**config.mk**
```make
export PLATFORM = sky130hd
export DESIGN_NAME = guid_text_parser
export DESIGN_NICKNAME = d
export VERILOG_FILES = /design/src/rtl/core/gtp_pkg.sv /design/src/rtl/core/guid_text_parser.sv
export SDC_FILE = /design/constraint.sdc
export NUM_CORES = 1
export LEC_CHECK = 0
export BUFFER_PORTS_ARGS = -buffer_cell sky130_fd_sc_hd__buf_2
export CAP_MARGIN = 25
export CELL_PAD_IN_SITES_DETAIL_PLACEMENT = 0
export CELL_PAD_IN_SITES_GLOBAL_PLACEMENT = 1
export CORE_MARGIN = 4
export CORE_UTILIZATION = 49
export DETAILED_ROUTE_END_ITERATION = 6
export HOLD_SLACK_MARGIN = 0.15
export PLACE_DENSITY = 0.82
export SKIP_LAST_GASP = 1
export SLEW_MARGIN = 5
export SYNTH_ARGS = -nofsm -noshare
export SYNTH_HDL_FRONTEND = slang
export SYNTH_SLANG_ARGS = --single-unit
```
**constraint.sdc**
```tcl
create_clock -name aclk -period 14.7 [get_ports aclk]
set_input_delay 2.205 -clock aclk [delete_from_list [all_inputs] [get_ports aclk]]
set_output_delay 2.205 -clock aclk [all_outputs]
set_load 0.02 [all_outputs]
```
**src/rtl/core/gtp_pkg.sv**
```systemverilog
// ----------------------------------------------------------------------------
// gtp_pkg
// Shared types, character codes and status codes for the GUID text parser.
// ----------------------------------------------------------------------------
package gtp_pkg;

    localparam int CHAR_W = 16;

    typedef logic [CHAR_W-1:0] char_t;
    typedef logic [1:0]        status_t;

    localparam status_t ST_OK      = 2'd0;
    localparam status_t ST_NO_HEX  = 2'd1;
    localparam status_t ST_BAD_SEP = 2'd2;

    localparam logic KIND_RESULT  = 1'b0;
    localparam logic KIND_COMMENT = 1'b1;

    localparam char_t CH_NUL   = 16'h0000;
    localparam char_t CH_TAB   = 16'h0009;
    localparam char_t CH_SPACE = 16'h0020;
    localparam char_t CH_DASH  = 16'h002D;
    localparam char_t CH_SLASH = 16'h002F;

    localparam logic [3:0] G1_DIGITS  = 4'd8;
    localparam logic [3:0] GRP_DIGITS = 4'd4;

    function automatic logic is_hex(input char_t c);
        is_hex = (c >= 16'h0030 && c <= 16'h0039) ||
                 (c >= 16'h0061 && c <= 16'h0066) ||
                 (c >= 16'h0041 && c <= 16'h0046);
    endfunction

    function automatic logic [3:0] hex_val(input char_t c);
        logic [3:0] v;
        v = 4'd0;
        if (c >= 16'h0030 && c <= 16'h0039) begin
            v = c[3:0];
        end else if ((c >= 16'h0061 && c <= 16'h0066) ||
                     (c >= 16'h0041 && c <= 16'h0046)) begin
            // 'a'/'A' end in 1 .. 'f'/'F' end in 6
            v = 4'd9 + c[3:0];
        end
        hex_val = v;
    endfunction

endpackage

```
**src/rtl/core/guid_text_parser.sv**
```systemverilog
// A word is registered and is on m_* in the cycle after the character that causes it.
// Throughput: one character per cycle; the parse state and the output register
// both update in the same cycle, so s_ready drops only while m_* holds a word
// that is not taken (s_ready = !m_valid || m_ready).
// Reset (aresetn low, synchronous): back to the seek phase, accumulators cleared,
// output word dropped.
// ----------------------------------------------------------------------------
// guid_text_parser
// Streaming parser of GUID text with an optional trailing comment; one
// 16-bit character per word, NUL ends the string and emits the result.
// ----------------------------------------------------------------------------
module guid_text_parser (
    input  logic                 aclk,
    input  logic                 aresetn,
    input  logic                 s_valid,
    output logic                 s_ready,
    input  gtp_pkg::char_t       s_ch,
    output logic                 m_valid,
    input  logic                 m_ready,
    output logic                 m_kind,
    output gtp_pkg::char_t       m_comment_char,
    output gtp_pkg::status_t     m_status,
    output logic [31:0]          m_part_one,
    output logic [15:0]          m_part_two,
    output logic [15:0]          m_part_three,
    output logic [63:0]          m_tail_bytes,
    output logic                 m_comment_found
);
    import gtp_pkg::*;

    typedef enum logic [3:0] {
        PH_SEEK    = 4'd0,
        PH_G1      = 4'd1,
        PH_G2      = 4'd2,
        PH_G3      = 4'd3,
        PH_G4      = 4'd4,
        PH_G5      = 4'd5,
        PH_G6      = 4'd6,
        PH_G7      = 4'd7,
        PH_SLASH   = 4'd8,
        PH_SKIP1   = 4'd9,
        PH_WHITE   = 4'd10,
        PH_COMMENT = 4'd11,
        PH_DRAIN   = 4'd12
    } phase_t;

    phase_t      phase_reg, phase_next;
    logic [3:0]  count_reg, count_next;
    logic [31:0] acc_one_reg, acc_one_next;
    logic [15:0] acc_two_reg, acc_two_next;
    logic [15:0] acc_three_reg, acc_three_next;
    logic [63:0] acc_tail_reg, acc_tail_next;
    status_t     err_reg, err_next;
    logic        slash_reg, slash_next;

    logic        m_valid_reg;
    logic        m_kind_reg, m_kind_next;
    char_t       m_char_reg, m_char_next;
    status_t     m_status_reg, m_status_next;
    logic [31:0] m_one_reg, m_one_next;
    logic [15:0] m_two_reg, m_two_next;
    logic [15:0] m_three_reg, m_three_next;
    logic [63:0] m_tail_reg, m_tail_next;
    logic        m_found_reg, m_found_next;

    logic        accept;
    logic        emit;
    logic        hx;
    logic [3:0]  dv;
    logic        post;       // character goes on to the slash/comment stage
    phase_t      post_phase;
    logic [1:0]  slot;       // 16-bit slot of acc_tail, 0 = least significant
    logic        tail_wr;
    logic [3:0]  count_inc;

    assign s_ready   = !m_valid_reg || m_ready;
    assign accept    = s_valid && s_ready;
    assign hx        = is_hex(s_ch);
    assign dv        = hex_val(s_ch);
    assign count_inc = count_reg + 4'd1;

    always_comb begin
        phase_next     = phase_reg;
        count_next     = count_reg;
        acc_one_next   = acc_one_reg;
        acc_two_next   = acc_two_reg;
        acc_three_next = acc_three_reg;
        acc_tail_next  = acc_tail_reg;
        err_next       = err_reg;
        slash_next     = slash_reg;
        emit           = 1'b0;
        m_kind_next    = KIND_RESULT;
        m_char_next    = CH_NUL;
        m_status_next  = ST_OK;
        m_one_next     = '0;
        m_two_next     = '0;
        m_three_next   = '0;
        m_tail_next    = '0;
        m_found_next   = 1'b0;
        post           = 1'b0;
        post_phase     = phase_reg;
        slot           = 2'd3;
        tail_wr        = 1'b0;

        case (phase_reg)
            PH_SEEK: begin
                if (hx) begin
                    acc_one_next = {28'd0, dv};
                    count_next   = 4'd1;
                    phase_next   = PH_G1;
                end else if (s_ch == CH_NUL) begin
                    emit     = 1'b1;
                    err_next = ST_NO_HEX;
                end
            end
            PH_G1, PH_G2, PH_G3, PH_G4: begin
                if (hx && count_reg < ((phase_reg == PH_G1) ? G1_DIGITS : GRP_DIGITS)) begin
                    case (phase_reg)
                        PH_G1:   acc_one_next   = {acc_one_reg[27:0], dv};
                        PH_G2:   acc_two_next   = {acc_two_reg[11:0], dv};
                        PH_G3:   acc_three_next = {acc_three_reg[11:0], dv};
                        default: tail_wr        = 1'b1;
                    endcase
                    count_next = count_inc;
                end else if (s_ch == CH_DASH) begin
                    count_next = 4'd0;
                    phase_next = phase_t'(phase_reg + 4'd1);
                end else begin
                    err_next = ST_BAD_SEP;
                    if (s_ch == CH_NUL) begin
                        emit = 1'b1;
                    end else begin
                        phase_next = PH_DRAIN;
                    end
                end
            end
            PH_G5, PH_G6, PH_G7: begin
                if (hx) begin
                    slot    = 2'(PH_G7 - phase_reg);
                    tail_wr = 1'b1;
                    if (count_inc >= GRP_DIGITS) begin
                        count_next = 4'd0;
                        phase_next = phase_t'(phase_reg + 4'd1);
                    end else begin
                        count_next = count_inc;
                    end
                end else begin
                    // a non-hex char closes the remaining groups and starts the slash search
                    count_next = 4'd0;
                    phase_next = PH_SLASH;
                    post       = 1'b1;
                    post_phase = PH_SLASH;
                end
            end
            PH_SLASH, PH_SKIP1, PH_WHITE, PH_COMMENT: begin
                post = 1'b1;
            end
            default: begin
                if (s_ch == CH_NUL) begin
                    emit = 1'b1;
                end
            end
        endcase

        if (tail_wr) begin
            acc_tail_next[{slot, 4'd0} +: 16] = {acc_tail_reg[{slot, 4'd0} +: 12], dv};
        end

        if (post) begin
            if (s_ch == CH_NUL) begin
                emit = 1'b1;
            end else begin
                case (post_phase)
                    PH_SLASH: begin
                        if (s_ch == CH_SLASH) begin
                            slash_next = 1'b1;
                            phase_next = PH_SKIP1;
                        end
                    end
                    PH_SKIP1: begin
                        phase_next = PH_WHITE;
                    end
                    default: begin
                        if (!(post_phase == PH_WHITE &&
                              (s_ch == CH_SPACE || s_ch == CH_TAB))) begin
                            phase_next   = PH_COMMENT;
                            emit         = 1'b1;
                            m_kind_next  = KIND_COMMENT;
                            m_char_next  = s_ch;
                            m_found_next = 1'b1;
                        end
                    end
                endcase
            end
        end

        // final result at NUL, then back to the reset state
        if (emit && m_kind_next == KIND_RESULT) begin
            m_status_next = err_next;
            if (err_next == ST_OK) begin
                m_one_next   = acc_one_next;
                m_two_next   = acc_two_next;
                m_three_next = acc_three_next;
                m_tail_next  = acc_tail_next;
                m_found_next = slash_next;
            end
            phase_next     = PH_SEEK;
            count_next     = 4'd0;
            acc_one_next   = '0;
            acc_two_next   = '0;
            acc_three_next = '0;
            acc_tail_next  = '0;
            err_next       = ST_OK;
            slash_next     = 1'b0;
        end
    end

    always_ff @(posedge aclk) begin
        if (!aresetn) begin
            phase_reg     <= PH_SEEK;
            count_reg     <= 4'd0;
            acc_one_reg   <= '0;
            acc_two_reg   <= '0;
            acc_three_reg <= '0;
            acc_tail_reg  <= '0;
            err_reg       <= ST_OK;
            slash_reg     <= 1'b0;
            m_valid_reg   <= 1'b0;
        end else begin
            if (accept) begin
                phase_reg     <= phase_next;
                count_reg     <= count_next;
                acc_one_reg   <= acc_one_next;
                acc_two_reg   <= acc_two_next;
                acc_three_reg <= acc_three_next;
                acc_tail_reg  <= acc_tail_next;
                err_reg       <= err_next;
                slash_reg     <= slash_next;
            end
            if (accept && emit) begin
                m_valid_reg <= 1'b1;
            end else if (m_ready) begin
                m_valid_reg <= 1'b0;
            end
        end
    end

    // output word payload, loaded only with a new word
    always_ff @(posedge aclk) begin
        if (accept && emit) begin
            m_kind_reg   <= m_kind_next;
            m_char_reg   <= m_char_next;
            m_status_reg <= m_status_next;
            m_one_reg    <= m_one_next;
            m_two_reg    <= m_two_next;
            m_three_reg  <= m_three_next;
            m_tail_reg   <= m_tail_next;
            m_found_reg  <= m_found_next;
        end
    end

    assign m_valid         = m_valid_reg;
    assign m_kind          = m_kind_reg;
    assign m_comment_char  = m_char_reg;
    assign m_status        = m_status_reg;
    assign m_part_one      = m_one_reg;
    assign m_part_two      = m_two_reg;
    assign m_part_three    = m_three_reg;
    assign m_tail_bytes    = m_tail_reg;
    assign m_comment_found = m_found_reg;

    a_comment_word: assert property (@(posedge aclk) disable iff (!aresetn)
        m_valid_reg && m_kind_reg == KIND_COMMENT |->
            m_status_reg == ST_OK && m_found_reg && m_one_reg == 32'd0 &&
            m_tail_reg == 64'd0)
        else $error("comment word carries parse fields");

    a_error_word: assert property (@(posedge aclk) disable iff (!aresetn)
        m_valid_reg && m_status_reg != ST_OK |->
            m_kind_reg == KIND_RESULT && !m_found_reg && m_one_reg == 32'd0 &&
            m_two_reg == 16'd0 && m_three_reg == 16'd0 && m_tail_reg == 64'd0)
        else $error("error result carries nonzero fields");

    a_err_drain: assert property (@(posedge aclk) disable iff (!aresetn)
        err_reg != ST_OK |-> phase_reg == PH_DRAIN)
        else $error("error code held outside drain phase");

    a_comment_slash: assert property (@(posedge aclk) disable iff (!aresetn)
        phase_reg == PH_SKIP1 || phase_reg == PH_WHITE || phase_reg == PH_COMMENT |->
            slash_reg)
        else $error("comment stage without slash");

    a_stall_hold: assert property (@(posedge aclk) disable iff (!aresetn)
        m_valid_reg && !m_ready |=> m_valid_reg && $stable(m_kind_reg) &&
            $stable(m_char_reg) && $stable(m_tail_reg))
        else $error("stalled output word changed");

endmodule

```
==> key figures, run 1 <==
Detailed routing
  • Via count: a little under 10,000
  • Initial DRC count: 1,061
  • Routed Antenna Nets: 0
  • Post-Route WL: 31,900 um
  • Routed wire per std cell: 19.3 um
  • DRC: 0
  • Router iterations before antenna repair: 6
  • Via-per-instance ratio: ~5.8

Timing
  • Final setup margin: 8.57 ns
  • Max-slew headroom: 0.364
  • Slew @ Worst Pin: 0.947 ns
  • Final Setup Violations: 0
  • Fin. Hold Viols: 0
  • Period utilisation layout: 0.417
  • Setup tns final: 0 ns
  • Final min period: 6.13 ns
  • Clk_skew: 0.0204 ns
  • Final Max Tran Viols: 0
  • Fmax: ~160 MHz
  • RSZ-0062 raised after global routing: no

Critical path
  • Worst R2R Path Depth: 12
  • Worst endpoint required time: 15.17 ns
  • Crit Path Max Fanout: 26
  • CP Capture Type: register
  • CP Launch Type: input port
  • Reg2reg start: phase_reg[1]
  • Setup crit start: s_ch[1]
  • Crit-path max cell delay: around 0.79 ns
  • CP Cell Sequence: buf_2 > inv_1 > ha_1 > o21bai_1 > a211oi_2 > a2bb2oi_4 > nor2_2 > nand2_1 > ha_1 > inv_1 > nor2_1 > and3_1 > nand2_1 > o21ai_0
  • Setup CP Type: in2reg
  • CP max stage cell: nor2_2
  • Arrival time worst endpoint: 6.60 ns

Flow run
  • Max Cap Violations: 0

Logic synthesis
  • Yosys warns: 0
  • Multiplexer share of the synthesized area: 0.0132
  • Post-Synth Adder-Cell Area: 0.0139
  • Post-Syn Instances: 1,169
  • Most used DFF post-synth: edfxtp_1
  • Syn_nets: 1,203
  • Yosys cell types: 74
  • #FFs+latches synth: 288
  • Post-synthesis sequential area ratio: 0.576
  • Synth top area cells: edfxtp_1 35%, dfxtp_1 22%, nand2_1 4.8%, a22oi_1 4.5%, a22o_1 4.2%
  • Post-Synth Simple-Gate Area: 0.152
  • Area leader, netlist: edfxtp_1
  • Count of flip-flops with a built-in enable after synthesis: around 150
  • Post-Syn Area per Cell: 10.8 um^2
  • Main combinational cell family by area after synthesis: compound AO/OA/AOI/OAI gates
  • Ys async rst share: 0
  • Xor and xnor area share after synthesis: 0.00139
  • Area share of the largest cell type after synthesis: 0.353
  • Mapped Area: 12,600 um^2
  • Synth Area in Compound Gates: 0.209

Floorplan
  • Die Ht: 168 um
  • Initial Util: 0.499
  • Core area: 25,200 um^2
  • Die Width: between 150 and 200 um
  • Row count: 58
  • Die area: 28,300 um^2
  • Num ports: 170

Clock network
  • Longest Clk Path Bufs: 3
  • CTS Sinks: approximately 290
  • Clock Latency Late Sink: between 0.5 and 0.6 ns
  • CTS H-tree lvls: 1
  • Clock Tree Root: clkbuf_16
  • CTS tree: yes
  • Clock Pin Slew Worst Setup and Hold Paths: 0.07 ns
  • CTS buffer count: 29
  • Setup bufs post-CTS: 0
  • Post-cts hold buffer count: 0
  • Post-CTS sizing: 0

Finish
  • Share of cells above drive strength 1: 0.225
  • Area grow syn2layout: 16.6%
  • Commonest non-fill, non-tap cells in the layout: 169 x buf_2, 162 x nand2_1, 148 x edfxtp_1
  • Antenna Diode Count: 0
  • Leading cell type in the layout, fill and taps excluded: buf_2
  • Fin nets: 1,338

Run status
  • Outcome: finished, final reports clean

Place
  • GPL Wtd Cong: a little over 0.9
  • Post-DP HPWL: 21,300 um
  • Setup slack after placement: approximately 8 ns
  • Port buffer count: roughly 170

GRT
  • GRT Util Overall: 0.220
  • Largest net degree at the start of global routing: 93
  • Initial antenna violation count: 0
  • Total gr overflow: 0
  • First-pass GRT wire length: 51,400 um
  • Vias in the first global route: between 9,000 and 10,000

Min path
  • Hold_sp: acc_tail_reg[60]
  • Hold Path Class: reg2reg
  • WHS Path Cells: 2

Power
  • Lkg Pwr: 5.57 nW
  • Power Dens Cells: 117 nW/um^2
  • Worst-case vdd ir drop: about 85 uV
## routing by layer
layer	global-route usage	vias up	share of wire
met5	0	-	0
met4	0.0596	0	0.024
met1	0.331	4681	0.46
met3	0.0315	55	0.070
li1	-	4626	-
met2	0.335	325	0.44
## final cells by class
class / instances / area [um^2]
Fill cell: 2179 / 10500
Sequential cell: 288 / 7250
Multi-Input combinational cell: 788 / 4920
Timing Repair Buffer: 185 / 981
Clock buffer: 35 / 831
Tap cell: 330 / 413
Clock inverter: 19 / 230
Inverter: 12 / 50.0
## worst paths after layout
check                                         to  slack, ns
worst max-delay path            acc_tail_reg[40]       8.57
worst min-delay path            acc_tail_reg[60]       0.45
worst max register to register  acc_tail_reg[40]      10.20
worst min register to register  acc_tail_reg[60]       0.45
## worst max-delay path, delay by kind of cell
family	cells	cell delay [ns]
AND/OR/NAND/NOR	5	2.23
adder cells (fa/ha/maj)	2	0.65
AO/OA/AOI/OAI	4	1.18
buffers and inverters	3	0.31
## kinds of logic (layout without fill, tap and decap cells)
kind of cell,count (synthesis),after routing
buf+inv,93,251
simple gates,403,403
compound gates,354,354
xor+xnor,2,2
flops,288,288
mux,15,15
fa+ha+maj,14,14
## synthesized netlist by cell type, types with 3 or more instances
cell type    n
and2_0       4
o221ai_1    13
nor2b_1      6
nor3_1      13
o31ai_4      3
ha_1        14
and2_1      21
nor4_1       3
o21ai_1     13
inv_1       11
nor4_4       3
buf_2       38
buf_1        4
nand3_1      7
nand2b_1     3
o211ai_1     4
a31oi_1      4
nand2_1    162
a22oi_1     76
a211oi_1     4
nor3b_1      5
a21oi_1     49
a21o_1       4
nand4_1      5
nand3_2      3
o21ai_0     70
edfxtp_1   148
o221a_2     12
nor2_1     119
nand3b_1     3
o22ai_1      3
clkbuf_1    28
and3_1      29
a41oi_1     12
a22o_1      60
o31ai_1      3
buf_4        9
dfxtp_1    140
mux2_2      13
## power breakdown
| group | switching (W) | internal, W |
|---|---|---|
| logic | 0.0000559 | 0.0000236 |
| registers | 0.00000404 | 0.000838 |
| clock network | 0.000322 | 0.000477 |
## stage by stage
step           cell area, um^2  power, W   util  hold WS (ns)  std cells
2_1_floorplan            12600  0.000917      -         0.417       1169
3_3_place_gp             13600  0.000938  0.539         0.430       1600
3_5_place_dp             13600  0.000938  0.539         0.441       1601
4_1_cts                  14600   0.00173  0.582         0.456       1655
5_1_grt                  14700   0.00177  0.582         0.481       1657
6_report                 14700   0.00172  0.582         0.450       1657
Note: power is estimated with default switching activity, not from simulation.
==> run 2: changes to the inputs <==
CORE_UTILIZATION = 45   (was 49)
PLACE_DENSITY = 0.76   (was 0.82)
clock period = 5.7 ns   (was 14.7 ns; I/O delays follow)
==> key figures, run 2 (synthesis gave the netlist of run 1 again) <==
Detailed routing
  • Routed Antenna Nets: 0 (unchanged)
  • DRC: 0 (unchanged)
  • Initial DRC count: 1,098 (was 1,061)
  • Post-Route WL: 32,800 um (was 31,900 um)
  • Routed wire per std cell: 19.3 um (about the same)
  • Via-per-instance ratio: 5.67 (was 5.85)
  • Via count: 9,660 (was 9,687)
  • Router iterations before antenna repair: 6 (unchanged)

GRT
  • Total gr overflow: 0 (unchanged)
  • Largest net degree at the start of global routing: 98 (was 93)
  • GRT Util Overall: 0.207 (was 0.220)
  • Vias in the first global route: 9,088 (was 9,165)
  • Initial antenna violation count: 0 (unchanged)
  • First-pass GRT wire length: 51,900 um (was 51,400 um)

Clock network
  • Clock Tree Root: clkbuf_16 (unchanged)
  • CTS Sinks: 288 (unchanged)
  • Clock Pin Slew Worst Setup and Hold Paths: 0.06 ns (was 0.07 ns)
  • Setup bufs post-CTS: 0 (unchanged)
  • CTS buffer count: 29 (unchanged)
  • Post-cts hold buffer count: 0 (unchanged)
  • Post-CTS sizing: 0 (unchanged)
  • CTS tree: yes (unchanged)
  • Clock Latency Late Sink: 0.55 ns (was 0.56 ns)
  • Longest Clk Path Bufs: 3 (unchanged)
  • CTS H-tree lvls: 1 (unchanged)

Min path
  • Hold Path Class: reg2reg (unchanged)
  • Hold_sp: acc_tail_reg[61] (was acc_tail_reg[60])
  • Hold endpoint: acc_tail_reg[61] (was acc_tail_reg[60])
  • WHS Path Cells: 2 (unchanged)

Power
  • Worst-case vdd ir drop: 219 uV (was 84.7 uV)
  • Total power: 0.00422 W (was 0.00172 W)
  • Power Dens Cells: 289 nW/um^2 (was 117 nW/um^2)
  • Lkg Pwr: 5.42 nW (was 5.57 nW)

Timing
  • Period utilisation layout: 0.731
  • Fin. Hold Viols: 0 (unchanged)
  • Fmax: between 200 and 250 MHz
  • Final min period: between 4 and 5 ns
  • Setup tns final: 0 ns (unchanged)
  • Slew @ Worst Pin: 0.940 ns (was 0.947 ns)
  • Clk_skew: 0.0124 ns (was 0.0204 ns)
  • Final Setup Violations: 0 (unchanged)
  • Final Max Tran Viols: 0 (unchanged)
  • RSZ-0062 raised after global routing: no (unchanged)
  • Max-slew headroom: 0.368 (was 0.364)
  • Final setup margin: 1.54 ns (was 8.57 ns)

Floorplan
  • Initial Util: 0.462 (was 0.499)
  • Num ports: 170 (unchanged)
  • Die area: 30,700 um^2 (was 28,300 um^2)
  • Die Ht: 175 um (was 168 um)
  • Core area: 27,300 um^2 (was 25,200 um^2)
  • Row count: 60 (was 58)
  • Die Width: 175 um (was 168 um)

Critical path
  • Worst path top cell family by delay: simple AND/OR/NAND/NOR gates (unchanged)
  • Worst R2R Path Depth: 12 (unchanged)
  • CP max stage cell: nor3_1 (was nor2_2)
  • Setup crit start: phase_reg[1] (was s_ch[1])
  • Buf/Inv on CP: 3 (unchanged)
  • Setup CP Type: reg2reg (was in2reg)
  • Reg2reg start: phase_reg[1] (unchanged)
  • Crit-path max cell delay: 0.83 ns (was 0.79 ns)
  • Crit Path Max Fanout: 33 (was 26)
  • Worst endpoint required time: 5.98 ns (was 15.17 ns)
  • Arrival time worst endpoint: 4.44 ns (was 6.60 ns)
  • Reg-to-reg endpoint: m_part_three[2] (was acc_tail_reg[40])
  • R2r setup slk: 1.54 ns (was 10.20 ns)
  • CP Launch Type: register (was input port)
  • CP Cell Sequence: buf_4 > inv_1 > ha_1 > nor3b_1 > inv_1 > ha_1 > o21ai_0 > nand2_1 > nor3_1 > nand3_2 > mux2i_1 > nor2_1 (was buf_2 > inv_1 > ha_1 > o21bai_1 > a211oi_2 > a2bb2oi_4 > nor2_2 > nand2_1 > ha_1 > inv_1 > nor2_1 > and3_1 > nand2_1 > o21ai_0)
  • CP Capture Type: register (unchanged)

Finish
  • Commonest non-fill, non-tap cells in the layout: 170 x buf_2, 162 x nand2_1, 148 x edfxtp_1 (was 169 x buf_2, 162 x nand2_1, 148 x edfxtp_1)
  • Fin util: 0.536 (was 0.582)
  • Share of cells above drive strength 1: 0.220 (was 0.225)
  • Leading cell type in the layout, fill and taps excluded: buf_2 (unchanged)
  • Fin nets: 1,342 (was 1,338)
  • Area grow syn2layout: 16.2% (was 16.6%)
  • Antenna Diode Count: 0 (unchanged)
  • Design Area, Final: 14,600 um^2 (was 14,700 um^2)

Place
  • Setup slack after placement: 1.21 ns (was 8.08 ns)
  • Port buffer count: 169 (unchanged)
  • Placed inst area: 13,700 um^2 (was 13,600 um^2)
  • Post-DP HPWL: 22,000 um (was 21,300 um)
  • GPL Wtd Cong: 0.867 (was 0.907)

Flow run
  • Max Cap Violations: 0 (unchanged)

Run status
  • Outcome: finished, final reports clean (unchanged)
-- run 2: per-layer routing --
metal / part of all wire / GRT usage / vias to the layer above
li1: - / - / 4656
met1: 0.47 / 0.313 / 4634
met2: 0.45 / 0.321 / 330
met3: 0.059 / 0.0260 / 40
met4: 0.017 / 0.0429 / 0
met5: 0 / 0 / -
-- run 2: worst max path at each step --
stage	end	slack, ns	cells past startpoint
after floorplan	m_comment_char[0]	0.23	8
after global placement	m_tail_bytes[6]	1.34	10
after detailed placement	acc_tail_reg[44]	1.21	15
after CTS	m_part_three[2]	1.59	12
after global routing	m_part_three[14]	1.19	12
final	m_part_three[2]	1.54	12
-- run 2: worst register-to-register path, stage by stage, from the launching register on --
cell and delay, ns:
dfxtp_1 0.29, buf_4 0.26, inv_1 0.23, ha_1 0.23
nor3b_1 0.29, inv_1 0.15, ha_1 0.28, o21ai_0 0.12
nand2_1 0.35, nor3_1 0.83, nand3_2 0.53, mux2i_1 0.29
nor2_1 0.06
-- run 2: area by class of cell --
| cell class | instances | area, um^2 |
|---|---|---|
| clock buffers | 45 | 878 |
| clock inverters | 9 | 51.3 |
| fillers | 2489 | 12600 |
| inverters | 12 | 50.0 |
| multi-input cells | 788 | 4920 |
| flip-flops and latches | 288 | 7250 |
| well taps | 372 | 465 |
| repair buffers | 189 | 1010 |
-- run 2: power breakdown --
group          switching (W)  internal, W
Sequential        0.00000986      0.00216
Clock               0.000780      0.00106
Combinational       0.000149    0.0000604
-- run 2: metrics by stage --
step	hold slack, ns	std cells
after floorplan	0.417	1169
after global placement	0.431	1647
after detailed placement	0.439	1648
after CTS	0.449	1702
after global routing	0.478	1703
final	0.449	1703
